### src/design/owtr_pkg.sv
// ----------------------------------------------------------------------------
// owtr_pkg
// shared types and constants of the one-wire temperature reader
// ----------------------------------------------------------------------------
package owtr_pkg;

    localparam int WAIT_LEN_W   = 20;
    localparam int CFG_DATA_W   = 20;
    localparam int CFG_INDEX_W  = 3;

    // sequence stages
    localparam logic [3:0] ST_RESET1  = 4'd0;
    localparam logic [3:0] ST_SETTLE1 = 4'd1;
    localparam logic [3:0] ST_WRITE1  = 4'd2;
    localparam logic [3:0] ST_CONVERT = 4'd3;
    localparam logic [3:0] ST_RESET2  = 4'd4;
    localparam logic [3:0] ST_SETTLE2 = 4'd5;
    localparam logic [3:0] ST_WRITE2  = 4'd6;
    localparam logic [3:0] ST_READ    = 4'd7;

    // slot phases
    localparam logic [2:0] PH_LOW    = 3'd0;
    localparam logic [2:0] PH_SAMPLE = 3'd1;
    localparam logic [2:0] PH_TAIL   = 3'd2;

    // register indexes
    localparam logic [CFG_INDEX_W-1:0] REG_SETTLE_WAIT    = 3'd0;
    localparam logic [CFG_INDEX_W-1:0] REG_CONVERT_WAIT   = 3'd1;
    localparam logic [CFG_INDEX_W-1:0] REG_RESET_LOW      = 3'd2;
    localparam logic [CFG_INDEX_W-1:0] REG_PRESENCE_SMPL  = 3'd3;
    localparam logic [CFG_INDEX_W-1:0] REG_RESET_RECOVERY = 3'd4;
    localparam logic [CFG_INDEX_W-1:0] REG_SKIP_ROM       = 3'd5;
    localparam logic [CFG_INDEX_W-1:0] REG_CONVERT_CODE   = 3'd6;
    localparam logic [CFG_INDEX_W-1:0] REG_READ_CODE      = 3'd7;

    // slot timing in ticks
    localparam logic [WAIT_LEN_W-1:0] SLOT_US           = 20'd60;
    localparam logic [WAIT_LEN_W-1:0] WRITE_ONE_LOW_US  = 20'd1;
    localparam logic [WAIT_LEN_W-1:0] WRITE_RECOVERY_US = 20'd1;
    localparam logic [WAIT_LEN_W-1:0] READ_LOW_US       = 20'd2;
    localparam logic [WAIT_LEN_W-1:0] READ_SAMPLE_US    = 20'd10;
    localparam logic [WAIT_LEN_W-1:0] READ_TAIL_US      = 20'd50;

    // register reset values
    localparam logic [15:0] SETTLE_WAIT_RST    = 16'd1000;
    localparam logic [19:0] CONVERT_WAIT_RST   = 20'd800000;
    localparam logic [9:0]  RESET_LOW_RST      = 10'd480;
    localparam logic [9:0]  PRESENCE_SMPL_RST  = 10'd100;
    localparam logic [9:0]  RESET_RECOVERY_RST = 10'd380;
    localparam logic [7:0]  SKIP_ROM_RST       = 8'd204;
    localparam logic [7:0]  CONVERT_CODE_RST   = 8'd68;
    localparam logic [7:0]  READ_CODE_RST      = 8'd190;

    typedef struct packed {
        logic [15:0] settle_wait_us;
        logic [19:0] convert_wait_us;
        logic [9:0]  reset_low_us;
        logic [9:0]  presence_sample_us;
        logic [9:0]  reset_recovery_us;
        logic [7:0]  skip_rom_code;
        logic [7:0]  convert_code;
        logic [7:0]  read_code;
    } owtr_cfg_t;

    typedef struct packed {
        logic [3:0]  stage;
        logic [2:0]  slot_phase;
        logic [2:0]  bit_index;
        logic [1:0]  byte_index;
        logic [7:0]  shift_byte;
        logic [7:0]  low_byte;
        logic [15:0] reading;
    } owtr_state_t;

    typedef struct packed {
        logic        drive_low;
        logic [15:0] temp_raw;
        logic        temp_valid;
        logic        presence_error;
    } owtr_result_t;

endpackage

### src/design/one_wire_temperature_reader.sv
// ----------------------------------------------------------------------------
// one_wire_temperature_reader
// a registered result word appears in the cycle after its input is accepted
// throughput: one input word per cycle, held off only while a result waits
// the sequencer state and result are registered once per accepted tick
// reset: sequence returns to the first bus reset, registers to defaults,
// stored reading cleared, no result pending
// ----------------------------------------------------------------------------
module one_wire_temperature_reader #(
    parameter int WAIT_BITS = 20
) (
    input  logic                              clk,
    input  logic                              rst_n,
    input  logic                              in_valid,
    output logic                              in_ready,
    input  logic                              line_level,
    input  logic                              enable,
    output logic                              out_valid,
    input  logic                              out_ready,
    output logic                              drive_low,
    output logic [15:0]                       temp_raw,
    output logic                              temp_valid,
    output logic                              presence_error,
    input  logic                              cfg_we,
    input  logic [owtr_pkg::CFG_INDEX_W-1:0]  cfg_index,
    input  logic [owtr_pkg::CFG_DATA_W-1:0]   cfg_data
);
    import owtr_pkg::*;

    owtr_cfg_t            cfg_reg;
    owtr_state_t          state_reg;
    owtr_state_t          state_next;
    logic [WAIT_BITS-1:0] tick_reg;
    logic [WAIT_BITS-1:0] tick_next;
    owtr_result_t         result_reg;
    owtr_result_t         result_next;
    logic                 out_valid_reg;
    logic                 in_fire;

    assign in_ready = !out_valid_reg || out_ready;
    assign in_fire  = in_valid && in_ready;

    // register file
    always_ff @(posedge clk or negedge rst_n)
    begin
        if (!rst_n)
        begin
            cfg_reg.settle_wait_us     <= SETTLE_WAIT_RST;
            cfg_reg.convert_wait_us    <= CONVERT_WAIT_RST;
            cfg_reg.reset_low_us       <= RESET_LOW_RST;
            cfg_reg.presence_sample_us <= PRESENCE_SMPL_RST;
            cfg_reg.reset_recovery_us  <= RESET_RECOVERY_RST;
            cfg_reg.skip_rom_code      <= SKIP_ROM_RST;
            cfg_reg.convert_code       <= CONVERT_CODE_RST;
            cfg_reg.read_code          <= READ_CODE_RST;
        end
        else if (cfg_we)
        begin
            unique case (cfg_index)
                REG_SETTLE_WAIT:    cfg_reg.settle_wait_us     <= cfg_data[15:0];
                REG_CONVERT_WAIT:   cfg_reg.convert_wait_us    <= cfg_data[19:0];
                REG_RESET_LOW:      cfg_reg.reset_low_us       <= cfg_data[9:0];
                REG_PRESENCE_SMPL:  cfg_reg.presence_sample_us <= cfg_data[9:0];
                REG_RESET_RECOVERY: cfg_reg.reset_recovery_us  <= cfg_data[9:0];
                REG_SKIP_ROM:       cfg_reg.skip_rom_code      <= cfg_data[7:0];
                REG_CONVERT_CODE:   cfg_reg.convert_code       <= cfg_data[7:0];
                REG_READ_CODE:      cfg_reg.read_code          <= cfg_data[7:0];
            endcase
        end
    end

    owtr_step #(
        .WAIT_BITS (WAIT_BITS)
    ) u_step (
        .cfg        (cfg_reg),
        .state      (state_reg),
        .tick       (tick_reg),
        .line_level (line_level),
        .enable     (enable),
        .state_next (state_next),
        .tick_next  (tick_next),
        .result     (result_next)
    );

    // sequencer state and result word
    always_ff @(posedge clk or negedge rst_n)
    begin
        if (!rst_n)
        begin
            state_reg     <= '0;
            tick_reg      <= '0;
            result_reg    <= '0;
            out_valid_reg <= 1'b0;
        end
        else if (in_fire)
        begin
            state_reg     <= state_next;
            tick_reg      <= tick_next;
            result_reg    <= result_next;
            out_valid_reg <= 1'b1;
        end
        else if (out_ready)
        begin
            out_valid_reg <= 1'b0;
        end
    end

    assign out_valid      = out_valid_reg;
    assign drive_low      = result_reg.drive_low;
    assign temp_raw       = result_reg.temp_raw;
    assign temp_valid     = result_reg.temp_valid;
    assign presence_error = result_reg.presence_error;

    a_disable_clears: assert property (@(posedge clk) disable iff (!rst_n)
        in_fire && !enable |=> state_reg.stage == ST_RESET1 && tick_reg == '0)
        else $error("disabled tick did not clear the sequence");

    a_fire_gives_word: assert property (@(posedge clk) disable iff (!rst_n)
        in_fire |=> out_valid_reg)
        else $error("accepted word produced no result");

    a_reading_restarts: assert property (@(posedge clk) disable iff (!rst_n)
        in_fire && result_next.temp_valid |=> state_reg.stage == ST_RESET1)
        else $error("sequence did not restart after a reading");

    a_stage_in_range: assert property (@(posedge clk) disable iff (!rst_n)
        state_reg.stage <= ST_READ)
        else $error("stage left the sequence");

    a_state_holds: assert property (@(posedge clk) disable iff (!rst_n)
        !in_fire |=> $stable(state_reg) && $stable(tick_reg))
        else $error("state moved without an accepted word");

endmodule

### src/design/owtr_step.sv
// ----------------------------------------------------------------------------
// owtr_step
// next state and result of the bus sequencer for one microsecond tick
// ----------------------------------------------------------------------------
module owtr_step #(
    parameter int WAIT_BITS = 20
) (
    input  owtr_pkg::owtr_cfg_t    cfg,
    input  owtr_pkg::owtr_state_t  state,
    input  logic [WAIT_BITS-1:0]   tick,
    input  logic                   line_level,
    input  logic                   enable,
    output owtr_pkg::owtr_state_t  state_next,
    output logic [WAIT_BITS-1:0]   tick_next,
    output owtr_pkg::owtr_result_t result
);
    import owtr_pkg::*;

    localparam int LW = (WAIT_BITS > WAIT_LEN_W) ? WAIT_BITS : WAIT_LEN_W;

    logic [WAIT_LEN_W-1:0] len_sel;
    logic [LW-1:0]         len_n;
    logic [LW-1:0]         cmax;
    logic [WAIT_BITS-1:0]  tick_inc;
    logic                  done;
    logic                  counting;
    logic [7:0]            code;
    logic                  cur_bit;
    logic [2:0]            bit_inc;
    logic [1:0]            byte_inc;

    // command bit of the current write slot
    always_comb
    begin
        if (state.byte_index == 2'd0)
        begin
            code = cfg.skip_rom_code;
        end
        else if (state.stage == ST_WRITE1)
        begin
            code = cfg.convert_code;
        end
        else
        begin
            code = cfg.read_code;
        end
        cur_bit = code[state.bit_index];
    end

    // length of the running phase
    always_comb
    begin
        counting = 1'b1;
        len_sel  = '0;
        unique case (state.stage)
            ST_RESET1, ST_RESET2:
            begin
                priority if (state.slot_phase == PH_LOW)
                    len_sel = WAIT_LEN_W'(cfg.reset_low_us);
                else if (state.slot_phase == PH_SAMPLE)
                    len_sel = WAIT_LEN_W'(cfg.presence_sample_us);
                else
                    len_sel = WAIT_LEN_W'(cfg.reset_recovery_us);
            end
            ST_SETTLE1, ST_SETTLE2:
                len_sel = WAIT_LEN_W'(cfg.settle_wait_us);
            ST_CONVERT:
                len_sel = cfg.convert_wait_us;
            ST_WRITE1, ST_WRITE2:
            begin
                if (state.slot_phase == PH_LOW)
                    len_sel = cur_bit ? WRITE_ONE_LOW_US : SLOT_US;
                else
                    len_sel = cur_bit ? SLOT_US : WRITE_RECOVERY_US;
            end
            ST_READ:
            begin
                priority if (state.slot_phase == PH_LOW)
                    len_sel = READ_LOW_US;
                else if (state.slot_phase == PH_SAMPLE)
                    len_sel = READ_SAMPLE_US;
                else
                    len_sel = READ_TAIL_US;
            end
            default:
                counting = 1'b0;
        endcase
    end

    // phase end: zero length lasts one tick, long lengths saturate
    always_comb
    begin
        cmax = LW'({WAIT_BITS{1'b1}});
        if (len_sel == '0)
            len_n = LW'(1);
        else
            len_n = LW'(len_sel);
        if (len_n > cmax)
            len_n = cmax;
        tick_inc = tick + WAIT_BITS'(1);
        done     = LW'(tick_inc) >= len_n;
    end

    assign bit_inc  = state.bit_index + 3'd1;
    assign byte_inc = state.byte_index + 2'd1;

    always_comb
    begin
        state_next            = state;
        result                = '0;
        tick_next             = '0;
        if (!enable)
        begin
            state_next.stage      = ST_RESET1;
            state_next.slot_phase = PH_LOW;
            state_next.bit_index  = '0;
            state_next.byte_index = '0;
            state_next.shift_byte = '0;
        end
        else
        begin
            if (counting)
                tick_next = done ? '0 : tick_inc;
            unique case (state.stage)
                ST_RESET1, ST_RESET2:
                begin
                    priority if (state.slot_phase == PH_LOW)
                    begin
                        result.drive_low = 1'b1;
                        if (done)
                            state_next.slot_phase = PH_SAMPLE;
                    end
                    else if (state.slot_phase == PH_SAMPLE)
                    begin
                        if (done)
                        begin
                            state_next.byte_index    = {1'b0, line_level};
                            result.presence_error    = line_level;
                            state_next.slot_phase    = PH_TAIL;
                        end
                    end
                    else
                    begin
                        if (done)
                        begin
                            state_next.slot_phase = PH_LOW;
                            if (state.byte_index == 2'd0)
                                state_next.stage = state.stage + 4'd1;
                            state_next.byte_index = '0;
                        end
                    end
                end
                ST_SETTLE1, ST_SETTLE2:
                begin
                    if (done)
                        state_next.stage = state.stage + 4'd1;
                end
                ST_CONVERT:
                begin
                    if (done)
                        state_next.stage = ST_RESET2;
                end
                ST_WRITE1, ST_WRITE2:
                begin
                    if (state.slot_phase == PH_LOW)
                    begin
                        result.drive_low = 1'b1;
                        if (done)
                            state_next.slot_phase = PH_SAMPLE;
                    end
                    else if (done)
                    begin
                        state_next.slot_phase = PH_LOW;
                        state_next.bit_index  = bit_inc;
                        if (bit_inc == 3'd0)
                        begin
                            state_next.byte_index = byte_inc;
                            if (byte_inc >= 2'd2)
                            begin
                                state_next.byte_index = '0;
                                state_next.stage      = state.stage + 4'd1;
                            end
                        end
                    end
                end
                ST_READ:
                begin
                    priority if (state.slot_phase == PH_LOW)
                    begin
                        result.drive_low = 1'b1;
                        if (done)
                            state_next.slot_phase = PH_SAMPLE;
                    end
                    else if (state.slot_phase == PH_SAMPLE)
                    begin
                        if (done)
                        begin
                            state_next.shift_byte = {line_level, state.shift_byte[7:1]};
                            state_next.slot_phase = PH_TAIL;
                        end
                    end
                    else if (done)
                    begin
                        state_next.slot_phase = PH_LOW;
                        state_next.bit_index  = bit_inc;
                        if (bit_inc == 3'd0)
                        begin
                            if (state.byte_index == 2'd0)
                            begin
                                state_next.low_byte   = state.shift_byte;
                                state_next.byte_index = 2'd1;
                            end
                            else
                            begin
                                state_next.reading    = {state.shift_byte, state.low_byte};
                                result.temp_valid     = 1'b1;
                                state_next.stage      = ST_RESET1;
                                state_next.bit_index  = '0;
                                state_next.byte_index = '0;
                            end
                            state_next.shift_byte = '0;
                        end
                    end
                end
                default:
                begin
                    state_next.stage      = ST_RESET1;
                    state_next.slot_phase = PH_LOW;
                    state_next.bit_index  = '0;
                    state_next.byte_index = '0;
                    state_next.shift_byte = '0;
                end
            endcase
        end
        result.temp_raw = state_next.reading;
    end

endmodule
### config.mk
export PLATFORM = sky130hd
export DESIGN_NAME = one_wire_temperature_reader
export DESIGN_NICKNAME = d
export VERILOG_FILES = /design/src/design/owtr_pkg.sv /design/src/design/one_wire_temperature_reader.sv /design/src/design/owtr_step.sv
export SDC_FILE = /design/constraint.sdc
export NUM_CORES = 1
export LEC_CHECK = 0
export ABC_AREA = 1
export BUFFER_PORTS_ARGS = -buffer_cell sky130_fd_sc_hd__clkbuf_2
export CORE_MARGIN = 2
export CORE_UTILIZATION = 35
export DETAILED_ROUTE_END_ITERATION = 8
export SYNTH_ARGS = -nofsm -noshare
export SYNTH_HDL_FRONTEND = slang
export SYNTH_SLANG_ARGS = --single-unit
### constraint.sdc
create_clock -name clk -period 3.9 [get_ports clk]
set_clock_uncertainty 0.1 [all_clocks]
set_input_delay 0 -clock clk [delete_from_list [all_inputs] [get_ports clk]]
set_output_delay 0 -clock clk [all_outputs]
set_load 0.05 [all_outputs]
## Yosys cells after proc, flatten, opt, wreduce, memory -nomap -nowiden

Cells that the tools add are included.
Widths: inputs -> output; s select.

- Flip-flop bits (word level): 158
- Memories kept: 0
- Latch bits: 0
- Bits of input ports: 30
- Logic and storage cells: 182
- Bits in writable memories: 0
- ROM bits: 0
- Output and inout bits: 21

- Multiply operators: 0
- Add/sub/neg operators: 4
- Bitwise gates (word level): 3
- Div/mod/pow operators: 0
- Muxes and demuxes: 81
- Order comparisons: 4
- Reduce and logical (&&, ||, !) cells: 33
- Shift-type cells: 0
- Equal/unequal tests: 37

Operator list:

| cell | count |
|---|---|
| $mux 20 | 9 |
| $pmux 20 s5 | 1 |
| $mux 37 | 2 |
| $mux 16 | 3 |
| $mux 4 | 12 |
| $mux 44 | 1 |
| $mux 8 | 5 |
| $ne 3x2->1 const B | 9 |
| $mux 24 | 1 |
| $mux 3 | 8 |
| $add 20x1->20 const B | 1 |
| $ge 20x20->1 | 1 |
| $gt 20x20->1 const B | 1 |
| $logic_not 20->1 | 1 |
| $pmux 4 s5 | 1 |
| $mux 1 | 18 |
| $mux 6 | 3 |
| $ne 3x3->1 const B | 6 |
| $eq 4x3->1 const B | 4 |
| $pmux 8 s2 | 1 |
| $reduce_and 16->1 | 1 |
| $reduce_and 2->1 | 8 |
| $reduce_and 8->1 | 2 |
| $mux 2 | 7 |
| 37 further kinds | 56 |

## Logic depth before layout (Yosys ltp)

Gate-level depths: netlist of run 1.

- Word-level depth: 18
- Depth in mapped cells: 30
- Mapped depth without buffers: 28

## By module

A second synthesis of run 1 with hierarchy kept.

- Cell total of the unflattened synthesis: 1460
- Area, all modules: 10532.6 µm²

Modules (own cells, without submodules):

| module | seq. area each (µm²) | cells each | times used | area each (µm²) |
|---|---|---|---|---|
| one_wire_temperature_reader | 4400.5 | 773 | 1 | 6911.6 |
| owtr_step | 0.0 | 687 | 1 | 3621.0 |

## Least setup slack after synthesis of run 1

Ideal clock, no wire load.

- Kind: reg-to-reg
- From: register state_reg[40] (netlist name)
- To: register state_reg[40] (netlist name)
- Data required time: 3.673 ns
- Path buffers: 2
- Data arrival time: 3.262 ns
- Clock period less this slack: 3.488 ns
- Slack: 0.412 ns
- Library setup time: 0.127 ns
- Stages on the path, launching flop included: 26
- Cells stage by stage: dfrtp_1 > inv_1 > ha_1 > buf_2 > nand2_1 > nand2_1 > nand3_1 > nand3_1 > nand3_1 > nand3_1 > nand2_1 > nand2_1 > nand3_1 > nand2_1 > nor3_1 > ha_1 > a21oi_1 > o21a_1 > nor2_1 > o21ai_0 > nand4_1 > buf_4 > o21ai_0 > nor2_1 > nand2_1 > o21ai_0

- Longest elaborated chain between the ends: 15
- Elaborated cells on any way between the ends: 52
- Classes of those cells: add/sub (1); order compare (2); eq/ne (22); mux (21); reduce/logical (6)

RTL lines:

| item | RTL line | RTL |
|---|---|---|
| start: declaration | one_wire_temperature_reader.sv:31 | `owtr_state_t state_reg;` |
| start signal: assignment | one_wire_temperature_reader.sv:97 | `state_reg <= state_next;` |
| $eq 4x2->1 | owtr_step.sv:39, owtr_step.sv:55, owtr_step.sv:124 |  |
| $mux 8 | owtr_step.sv:39 | `else if (state.stage == ST_WRITE1)` |
| $mux 8 | owtr_step.sv:35 | `if (state.byte_index == 2'd0)` |
| $bmux 1 s3 | owtr_step.sv:47 | `cur_bit = code[state.bit_index];` |
| $mux 1 (implied by the code) | owtr_step.sv:47 |  |
| $mux 6, on equally long branches | owtr_step.sv:74, owtr_step.sv:72 |  |
| $mux 20 | owtr_step.sv:71 | `if (state.slot_phase == PH_LOW)` |
| $pmux 20 s5 | owtr_step.sv:55 | `unique case (state.stage)` |
| $logic_not 20->1 | owtr_step.sv:94 | `if (len_sel == '0)` |
| $mux 20 | owtr_step.sv:94 |  |
| $gt 20x20->1 | owtr_step.sv:98 | `if (len_n > cmax)` |
| $mux 20 | owtr_step.sv:98 |  |
| $ge 20x20->1 | owtr_step.sv:101 | `done = LW'(tick_inc) >= len_n;` |
| $ne 3x2->1 (no line) | -- |  |
| $reduce_and 16->1 (no line) | -- |  |

Several ways; a longest one is shown, not always the timed one. The select of a mux whose other input is x is not followed.
A chain may end at the register's enable or synchronous reset.

## Worst setup path in the final report of run 1

- From: register state_reg[40] (netlist name)
- To: register state_reg[29] (netlist name)

- Longest elaborated chain between the ends: 15
- Elaborated cells on any way between the ends: 32
- Classes of those cells: order compare (2); eq/ne (11); mux (12); reduce/logical (7)

RTL lines:

| item | RTL line |
|---|---|
| $eq 4x2->1 | owtr_step.sv:39, owtr_step.sv:55, owtr_step.sv:124 |
| $mux 8 | owtr_step.sv:39 |
| $mux 8 | owtr_step.sv:35 |
| $bmux 1 s3 | owtr_step.sv:47 |
| $mux 1 (implied by the code) | owtr_step.sv:47 |
| $mux 6, on equally long branches | owtr_step.sv:74, owtr_step.sv:72 |
| $mux 20 | owtr_step.sv:71 |
| $pmux 20 s5 | owtr_step.sv:55 |
| $logic_not 20->1 | owtr_step.sv:94 |
| $mux 20 | owtr_step.sv:94 |
| $gt 20x20->1 | owtr_step.sv:98 |
| $mux 20 | owtr_step.sv:98 |
| $ge 20x20->1 | owtr_step.sv:101 |
| $ne 3x2->1 (no line) | -- |
| $reduce_and 5->1 (no line) | -- |

Several ways; a longest one is shown, not always the timed one. The select of a mux whose other input is x is not followed.

==> impl_metrics.yaml, run 1 <==
outcome:
  status: "finished clean"
placed_design:
  dp_hpwl_um: 13900
  placed_area_um2: 8970
  gp_congestion: 0.886
  detailedPlace.worstSlack_ns: 0.165
  portBuffers: 50
  dp.cells: 1383
finish:
  layout-drive-gt1-share_pct: 18.2
  fin_area_um2: 10000
  area.growth.synth_to_final_pct: 20.5
  largest_register_ffs: 90
  fin_util_pct: 42.8
  antennaDiodeCount: 0
  final_cell_count_no_fill: 1454
  nets: 1180
power_and_ir_drop:
  power_mw: 5.22
  peakVddDrop_v: 0.000246
  p_leak_nw: 4.82
  pwr_density_cell_nw_per_um2: 521
clock_tree:
  cts_sinks: 158
  path_clk_slew_ns: 0.07
  root_buffer: "clkbuf_16"
  worstSkewPairLatency_ns: 0.44
  cts_tree: "yes"
  cts_made_buffers: 17
  cts_max_level: 4
  clock_path_buffers: 2
synthesis:
  synthDistinctLibCells: 45
  async_flop_share_pct: 100
  synth-seq-area-share_pct: 48.2
  netlist_instances: 1030
  ys_ff_latch: 158
  synth_nets: 1088
  synth_top_area_share_pct: 36.5
  synthTopCellsByArea: "dfrtp_1, nand2_1, dfstp_2, o21ai_0, inv_1"
  synth.cell_area_um2: 8310
  synth_flop_cell: "dfrtp_1"
  synth_top_cells_by_count: "nand2_1, o21ai_0, inv_1"
  syn_avg_cell_area_um2: 8.06
  synth_top_area_cell: "dfrtp_1"
  synth_edf_count: 0
  synth.most_common_cell: "nand2_1"
  yosys_warnings: 0
routing:
  viasPerCell: 4.77
  drcViolationCount: 0
  routed_wl_um: 19900
  detail-route-antenna-nets: 0
  vias: 6936
  first_pass_iters: 5
  drt_iter0_drc: 517
  routedWlPerCell_um: 13.7
worst_setup_path:
  cp.required_ns: 4.12
  crit_start: "state_reg[40]$_DFFE_PN0P_"
  r2r_setup_slack_ns: 0.28
  endpoint_kind: "flop"
  worstPathArrival_ns: 3.83
  critPathBufInv: 7
  rr_endpoint: "state_reg[29]$_DFFE_PN0P_"
  rr_startpoint: "state_reg[40]$_DFFE_PN0P_"
  crit_top_cell: "nand2_1"
  slowest_stage: "dfrtp_1"
  crit_path_max_incr_delay_ns: 0.39
  cpLargestDelayFamily: "simple AND/OR/NAND/NOR gates"
  cp-endpoint: "state_reg[29]$_DFFE_PN0P_"
  rr_worst_depth: 27
  cp.depth: 27
  critPathKind: "reg -> reg"
  path_max_fanout: 16
  worst_setup_path_start_kind: "flop"
hold_path:
  hold_class: "in -> reg"
global_routing:
  grtUsageMet2_pct: 26.5
  gr-total-overflow: 0
  grt_use_met1_pct: 23.6
  grt_pass1_wl_um: 33300
  grt_pass1_vias: 6650
  use_met3_pct: 3.39
  antenna_found_initial: 0
  track_usage_pct: 16.9
  grt_max_degree: 89
  grt.busiest_layer: "met2"
sta:
  max_freq_ghz: 0.277
  fin_setup_tns_ns: 0
  finalSetupViolations: 0
  fin_crit_sh_pct: 92.7
  whs_ns: 0.0189
  timing.final.hold_violations: 0
  tightest_slew_ns: 1.03
  slew_headroom_pct: 31.1
  period_needed_ns: 3.62
  finalMaxSlewViolations: 0
  setup_ws_ns: 0.285
  rsz0062_at_grt: "false"
floorplan:
  die-area_um2: 25000
  die_w_um: 158
  die_height_um: 158
  core_um2: 23400
  num_io_pins: 51
  rows: 56
  start_util_pct: 35.5
flow_run:
  max_cap_violations: 0
[layer usage]
| layer | wire length (um) | share of wire, % |
|---|---|---|
| met1 | 9790 | 49 |
| met2 | 9040 | 45 |
| met3 | 770 | 3.9 |
| met4 | 348 | 1.7 |
| met5 | 0 | 0 |
[tightest hold or removal path: cells and delay by family]
| kind | cells | cell delay, ns |
|---|---|---|
| simple gates | 3 | 0.17 |
| buf+inv | 2 | 0.26 |
| compound gates | 1 | 0.06 |
[repair_timing]
action	CTS	global route
resized for setup	0	30
hold buffers	32	0
setup buffers	0	6
endpoints found under the setup margin	0	59
hold endpoints to repair	185	0
[layout make-up]
cell class	instances	area, um^2
inverters	132	505
fillers	2399	13400
repair buffers	124	937
well taps	319	399
flip-flops and latches	158	4000
clock inverters	15	148
repair inverters	1	7.51
multi-input cells	688	3580
clock buffers	17	425
[worst min-delay path by stage]
stage | start | to | slack (ns) | cells past startpoint
detailed placement | rst_n | tick_reg[19]$_DFFE_PN0P_ | 0.03 | 1
global placement | rst_n | tick_reg[19]$_DFFE_PN0P_ | 0.05 | 1
finish | cfg_index[2] | cfg_reg[6]$_DFFE_PN0P_ | 0.02 | 6
floorplan | rst_n | cfg_reg[0]$_DFFE_PN0P_ | -0.40 | 0
CTS | cfg_index[2] | cfg_reg[6]$_DFFE_PN0P_ | 0.003 | 6
global route | cfg_we | cfg_reg[7]$_DFFE_PN1P_ | 0.03 | 5
[where the power goes]
part	leakage [nW]	internal, mW	switching [mW]
combinational	2.55	0.602	0.952
sequential	1.99	1.91	0.130
clock	0.283	0.851	0.776
[placed cells by master (no fill, tap or decap), types with 6 or more instances in the layout]
master         netlist  final
clkbuf_16            0     17
nor3_1              10      8
a21oi_1             25     25
nand3b_1             6      6
inv_1              124    122
clkbuf_2             0     49
inv_6                0      6
xor2_1              17     17
inv_2                7      7
nand3_1             68     65
nand2_2              2      6
nor2_1              48     43
o21ai_0            136    133
a22o_1              12     12
nor2_2               4      8
buf_4               17     37
o22ai_1              8      8
o21ai_1              8     11
dlygate4sd3_1        0     32
nand2_1            279    275
nand4_1             11     11
dfstp_2             37     37
ha_1                28     26
dfrtp_1            121    121
[logic make-up after synthesis]
family,synth area share (%)
simple gates,22.1
buf+inv,9.60
flops,48.2
compound gates,13.4
xor+xnor,2.00
fa+ha+maj,4.22
mux,0.542
Note: power is estimated with default switching activity, not from simulation.
==> inputs of run 2 (changes only) <==
--- a/config.mk
+++ b/config.mk
@@ -8,7 +8,7 @@
 export ABC_AREA = 1
 export BUFFER_PORTS_ARGS = -buffer_cell sky130_fd_sc_hd__clkbuf_2
 export CORE_MARGIN = 2
-export CORE_UTILIZATION = 35
+export CORE_UTILIZATION = 27
 export DETAILED_ROUTE_END_ITERATION = 8
 export SYNTH_ARGS = -nofsm -noshare
 export SYNTH_HDL_FRONTEND = slang
==> run 2 against run 1 <==
  * Total power rose by 3.4%
  * Combinational power fell by 3%
  * Utilization fell by 9.6 points
  * Clock power rose by 14%
  * Die area rose by 29%
  * First-iteration DRC count fell by 13%
  * Count of clock-buffer cells in the layout did not move
  * Cell area rose by 0.71%
  * Flip-flop and latch count did not move
  * Fmax barely moved
  * Critical path type unchanged
  * Critical endpoint is now state_reg[32]$_DFFE_PN0P_
  * Largest cell class unchanged
  * Largest power group unchanged
  * Highest routed layer unchanged
==> impl_metrics.yaml, run 2 (synthesis results as in run 1) <==
floorplan:
  start_util_pct: 27.3
  die_height_um: 179
  num_io_pins: 51
  rows: 64
  core_um2: 30400
  die-area_um2: 32200
  die_w_um: 179
sta:
  finalSetupViolations: 0
  max_freq_ghz: 0.277
  setup_ws_ns: 0.286
  tightest_slew_ns: 0.988
  timing.final.hold_violations: 0
  period_needed_ns: 3.61
  finalMaxSlewViolations: 0
  fin_crit_sh_pct: 92.7
  fin_setup_tns_ns: 0
  slew_headroom_pct: 34.0
finish:
  layout_commonest_cell: "nand2_1"
  fin_util_pct: 33.1
  area.growth.synth_to_final_pct: 21.3
  layout-drive-gt1-share_pct: 17.3
  largest_register_ffs: 90
  final_cell_mix: "nand2_1, o21ai_0, inv_1"
  nets: 1167
  fillers: 3204
  antennaDiodeCount: 0
clock_tree:
  root_buffer: "clkbuf_16"
  cts_max_level: 4
  cts_sinks: 158
  cts_made_buffers: 17
  worstSkewPairLatency_ns: 0.44
  cts_tree: "yes"
  clock_path_buffers: 2
  path_clk_slew_ns: 0.07
routing:
  drt_iter0_drc: 450
  detail-route-antenna-nets: 0
  viasPerCell: 4.52
  drcViolationCount: 0
  routedWlPerCell_um: 13.2
  routed_wl_um: 20000
  first_pass_iters: 5
  vias: 6857
worst_setup_path:
  endpoint_kind: "flop"
  worst_setup_path_start_kind: "flop"
  rr_startpoint: "state_reg[40]$_DFFE_PN0P_"
  slowest_stage: "dfrtp_1"
  critPathKind: "reg -> reg"
  crit_start: "state_reg[40]$_DFFE_PN0P_"
  cp.required_ns: 4.11
  worstPathArrival_ns: 3.83
  crit_path_max_incr_delay_ns: 0.42
  path_max_fanout: 10
  crit_top_cell: "nand2_1"
placed_design:
  dp_hpwl_um: 14100
  portBuffers: 50
  gp_congestion: 0.846
  detailedPlace.worstSlack_ns: 0.0634
global_routing:
  gr-total-overflow: 0
  antenna_found_initial: 0
  track_usage_pct: 12.9
  grt_pass1_vias: 6638
  grt_max_degree: 82
  grt_pass1_wl_um: 33200
power_and_ir_drop:
  pwr_density_cell_nw_per_um2: 535
  p_leak_nw: 4.81
  peakVddDrop_v: 0.000359
outcome:
  status: "finished clean"
hold_path:
  min-delay-start: "cfg_index[2]"
  hold_class: "in -> reg"
flow_run:
  max_cap_violations: 0
run 2: routing by layer:
| layer | vias up | wire length [um] | global-route usage [%] |
|---|---|---|---|
| met1 | 3229 | 9800 | 18.0 |
| met2 | 129 | 9320 | 20.6 |
| met3 | 15 | 671 | 2.00 |
| met5 | - | 0 | 0 |
| li1 | 3484 | - | - |
| met4 | 0 | 208 | 3.76 |
run 2: cell type report:
class                           instances  area [um^2]  area share [%]
Clock buffer                           17          425            4.22
Clock inverter                         15          226            2.25
Inverter                              132          502            4.98
Multi-Input combinational cell        688         3580            35.5
Sequential cell                       158         4000            39.7
Tap cell                              396          495            4.92
Timing Repair Buffer                  111          838            8.32
Timing Repair inverter                  1         7.51          0.0745
run 2: timing repair:
item                                    4_1_cts  5_1_grt
hold buffers                                 30        0
endpoints found under the setup margin        0       64
setup buffers                                 0        2
endpoints found under the hold margin       173        0
resized for setup                             0       27
run 2: power breakdown:
part	internal (mW)	switching (mW)
clock	1.10	0.759
combinational	0.569	0.929
sequential	1.91	0.129
run 2: through the flow:
stage,instance area (um^2),hold slack (ns),instances,total power [mW]
2_1_floorplan,8310,-0.396,1030,3.04
3_3_place_gp,9010,-0.000972,1453,3.44
3_5_place_dp,9010,-0.00595,1453,3.47
4_1_cts,9960,0.00779,1515,5.37
5_1_grt,10100,0.0455,1518,5.74
6_report,10100,0.00532,1518,5.39
run 2: path summary, 6_finish.rpt:
path	end	slack, ns	cells after the start
worst max register to register	state_reg[32]$_DFFE_PN0P_	0.29	28
worst min register to register	temp_valid$_DFFE_PN0P_	0.38	2
worst min-delay path	cfg_reg[3]$_DFFE_PN1P_	0.005	6
max in group asynchronous	cfg_reg[80]$_DFFE_PN1P_	2.72	3
min in group asynchronous	temp_raw[13]$_DFFE_PN0P_	0.06	2
worst max-delay path	state_reg[32]$_DFFE_PN0P_	0.29	28
run 2: worst max-delay path, delay by kind of cell (launching register included):
family | cells | cell delay, ns
DFF | 1 | 0.42
adders and majority gates | 2 | 0.49
buffers and inverters | 5 | 0.59
AOI/OAI and AO/OA | 1 | 0.07
and+or+nand+nor | 20 | 1.83
==> inputs of run 3 (changes only) <==
--- a/config.mk
+++ b/config.mk
@@ -7,9 +7,12 @@
 export LEC_CHECK = 0
 export ABC_AREA = 1
 export BUFFER_PORTS_ARGS = -buffer_cell sky130_fd_sc_hd__clkbuf_2
+export CELL_PAD_IN_SITES_DETAIL_PLACEMENT = 1
+export CELL_PAD_IN_SITES_GLOBAL_PLACEMENT = 2
 export CORE_MARGIN = 2
 export CORE_UTILIZATION = 27
 export DETAILED_ROUTE_END_ITERATION = 8
+export PLACE_DENSITY_LB_ADDON = 0.1
 export SYNTH_ARGS = -nofsm -noshare
 export SYNTH_HDL_FRONTEND = slang
 export SYNTH_SLANG_ARGS = --single-unit
==> run 3 against run 2 <==
  * Via count increased by 1.9%
  * Combinational power increased by 21%
  * Sequential power about the same
  * Register-to-register slack improved by 0.03 ns
  * Utilization increased by 1.2 points
  * Clock power decreased by 13%
  * Worst setup slack improved by 0.026 ns
  * First-iteration DRC count decreased by 32%
  * Count of clock-buffer cells in the layout increased by 3
  * Wire length increased by 23%
  * Non-clock buffer count increased by 34
==> impl_metrics.yaml, run 3 (synthesis results as in run 1) <==
sta:
  finalSetupViolations: 0
  fin_setup_tns_ns: 0
  timing.final.hold_violations: 0
  tightest_slew_ns: 1.04
  period_needed_ns: 3.59
  slew_headroom_pct: 30.4
  max_freq_ghz: 0.279
  finalMaxSlewViolations: 0
  fin_crit_sh_pct: 92.0
global_routing:
  grt_max_degree: 96
  grt_pass1_vias: 7382
  track_usage_pct: 16.4
  antenna_found_initial: 0
  gr-total-overflow: 0
  grt_pass1_wl_um: 40700
finish:
  fin_area_um2: 10400
  antennaDiodeCount: 0
  final_cell_mix: "nand2_1, o21ai_0, dfrtp_1"
  nets: 1201
  largest_register_ffs: 90
  area.growth.synth_to_final_pct: 25.6
  fin_util_pct: 34.3
  layout_commonest_cell: "nand2_1"
  layout-drive-gt1-share_pct: 21.6
  final_cell_count_no_fill: 1552
  fillers: 3672
routing:
  detail-route-antenna-nets: 0
  viasPerCell: 4.50
  wl_met3_um: 509
  first_pass_iters: 4
  wl_met1_um: 12600
  routed_wl_um: 24600
  vias: 6990
  routedWlPerCell_um: 15.8
  drt_iter0_drc: 304
  maxUsedRoutingLayer: "met4"
  met2_length_um: 11100
  drcViolationCount: 0
hold_path:
  min_path_cells: 5
  worst_hold_path.endpoint: "cfg_reg[0]$_DFFE_PN0P_"
  min-delay-start: "cfg_index[2]"
  hold_class: "in -> reg"
power_and_ir_drop:
  pwr_density_cell_nw_per_um2: 524
  power.share.clock_pct: 29.7
  power.share.combinational_pct: 33.2
  p_sw_mw: 1.95
  peakVddDrop_v: 0.000313
  seqPwrFrac_pct: 37.1
  switching_share_pct: 35.6
  intPower_mw: 3.52
  p_leak_nw: 4.94
  power_mw: 5.46
worst_setup_path:
  crit_path_max_incr_delay_ns: 0.40
  critPathBufInv: 9
  slowest_stage: "dfrtp_1"
  rr_worst_depth: 27
  path_max_fanout: 7
  cp.required_ns: 4.13
  crit_top_cell: "nand2_1"
  worstPathArrival_ns: 3.81
  critPathKind: "reg -> reg"
  r2r_setup_slack_ns: 0.31
  endpoint_kind: "flop"
  rr_endpoint: "state_reg[32]$_DFFE_PN0P_"
  worst_setup_path_start_kind: "flop"
  cpLargestDelayFamily: "simple AND/OR/NAND/NOR gates"
  rr_startpoint: "tick_reg[5]$_DFFE_PN0P_"
floorplan:
  num_io_pins: 51
  die_w_um: 179
  core_um2: 30400
  start_util_pct: 27.3
  die-area_um2: 32200
  rows: 64
  die_height_um: 179
placed_design:
  portBuffers: 50
  gp_congestion: 0.733
  dp_hpwl_um: 17200
  placed_area_um2: 9220
  dp.cells: 1479
flow_run:
  max_cap_violations: 0
clock_tree:
  clock_path_buffers: 2
  worstSkewPairLatency_ns: 0.44
  cts_tree: "yes"
  path_clk_slew_ns: 0.07
  cts_made_buffers: 17
  root_buffer: "clkbuf_16"
  cts_sinks: 158
  cts_max_level: 4
outcome:
  status: "finished clean"
## run 3: cell types whose count changed in the layout (fill, tap and decap cells not counted), sizes merged
cell and delta:
dlygate4sd3 +4, clkinv +1, buf +30, clkinvlp +4, inv -5, bufinv -3
clkbuf +3
## run 3: power by group through the flow
stage / Sequential, mW / Combinational, mW / Clock (mW)
after detailed placement: 2.05 / 1.67 / 0
after CTS: 2.03 / 1.70 / 1.69
after floorplan: 2.04 / 0.997 / 0
after global placement: 2.05 / 1.66 / 0
after global routing: 2.06 / 2.08 / 1.75
final: 2.03 / 1.82 / 1.62
## run 3: worst max path at each step
stage                                            to                       from  cells past startpoint  slack [ns]
final                     state_reg[32]$_DFFE_PN0P_    tick_reg[5]$_DFFE_PN0P_                     27        0.31
after global routing      state_reg[32]$_DFFE_PN0P_    tick_reg[5]$_DFFE_PN0P_                     27       -0.04
after CTS                 state_reg[40]$_DFFE_PN0P_    tick_reg[0]$_DFFE_PN0P_                     25       0.007
after detailed placement  state_reg[43]$_DFFE_PN0P_    tick_reg[0]$_DFFE_PN0P_                     25       -0.03
after global placement    state_reg[42]$_DFFE_PN0P_    tick_reg[0]$_DFFE_PN0P_                     25       0.004
after floorplan           state_reg[40]$_DFFE_PN0P_  state_reg[40]$_DFFE_PN0P_                     25        0.41
## run 3: per-layer routing
layer | vias up | track usage, %
li1 | 3538 | -
met1 | 3362 | 23.0
met2 | 70 | 26.0
met3 | 20 | 2.68
met4 | 0 | 5.01
met5 | - | 0
## run 3: stage by stage
step	setup slack, ns	hold WS (ns)
detailed placement	-0.0251	0.0849
floorplan	0.412	-0.396
CTS	0.00728	0.000283
global placement	0.00442	0.0910
finish	0.312	0.0139
global route	-0.0398	0.0680
## run 3: cell type report
| cell class | count | area, um^2 | area share, % |
|---|---|---|---|
| Clock inverter | 12 | 110 | 1.06 |
| Clock buffer | 20 | 447 | 4.28 |
| Timing Repair inverter | 1 | 5.00 | 0.0480 |
| Multi-Input combinational cell | 688 | 3740 | 35.8 |
| Tap cell | 396 | 495 | 4.75 |
| Timing Repair Buffer | 145 | 1130 | 10.8 |
| Inverter | 132 | 507 | 4.86 |
| Sequential cell | 158 | 4000 | 38.4 |
## run 3: timing repair
action,in CTS,in global routing
hold buffers,34,0
pin swaps,0,15
gates resized for setup,3,71
endpoints found under the hold margin,179,0
cloned,0,1
buffers inserted,0,6
endpoints found under the setup margin,12,64
## run 3: worst reg2reg max path, stage by stage (launching register included)
cell and delay [ns]:
dfrtp_1 0.40, nand2_1 0.08, inv_1 0.09, nand3_1 0.12
nor4_2 0.27, buf_4 0.16, inv_1 0.06, nor2_4 0.11
nand4_1 0.14, xor2_2 0.22, inv_1 0.06, ha_1 0.27
nand2_1 0.06, nor2_1 0.10, buf_4 0.12, nand2_1 0.05
inv_1 0.08, nand3_1 0.08, nand4_1 0.11, buf_6 0.14
nand2_1 0.07, nand2_1 0.06, inv_1 0.07, nor2_4 0.16
buf_4 0.14, nand2_1 0.05, nand2_1 0.06, o21ai_0 0.07
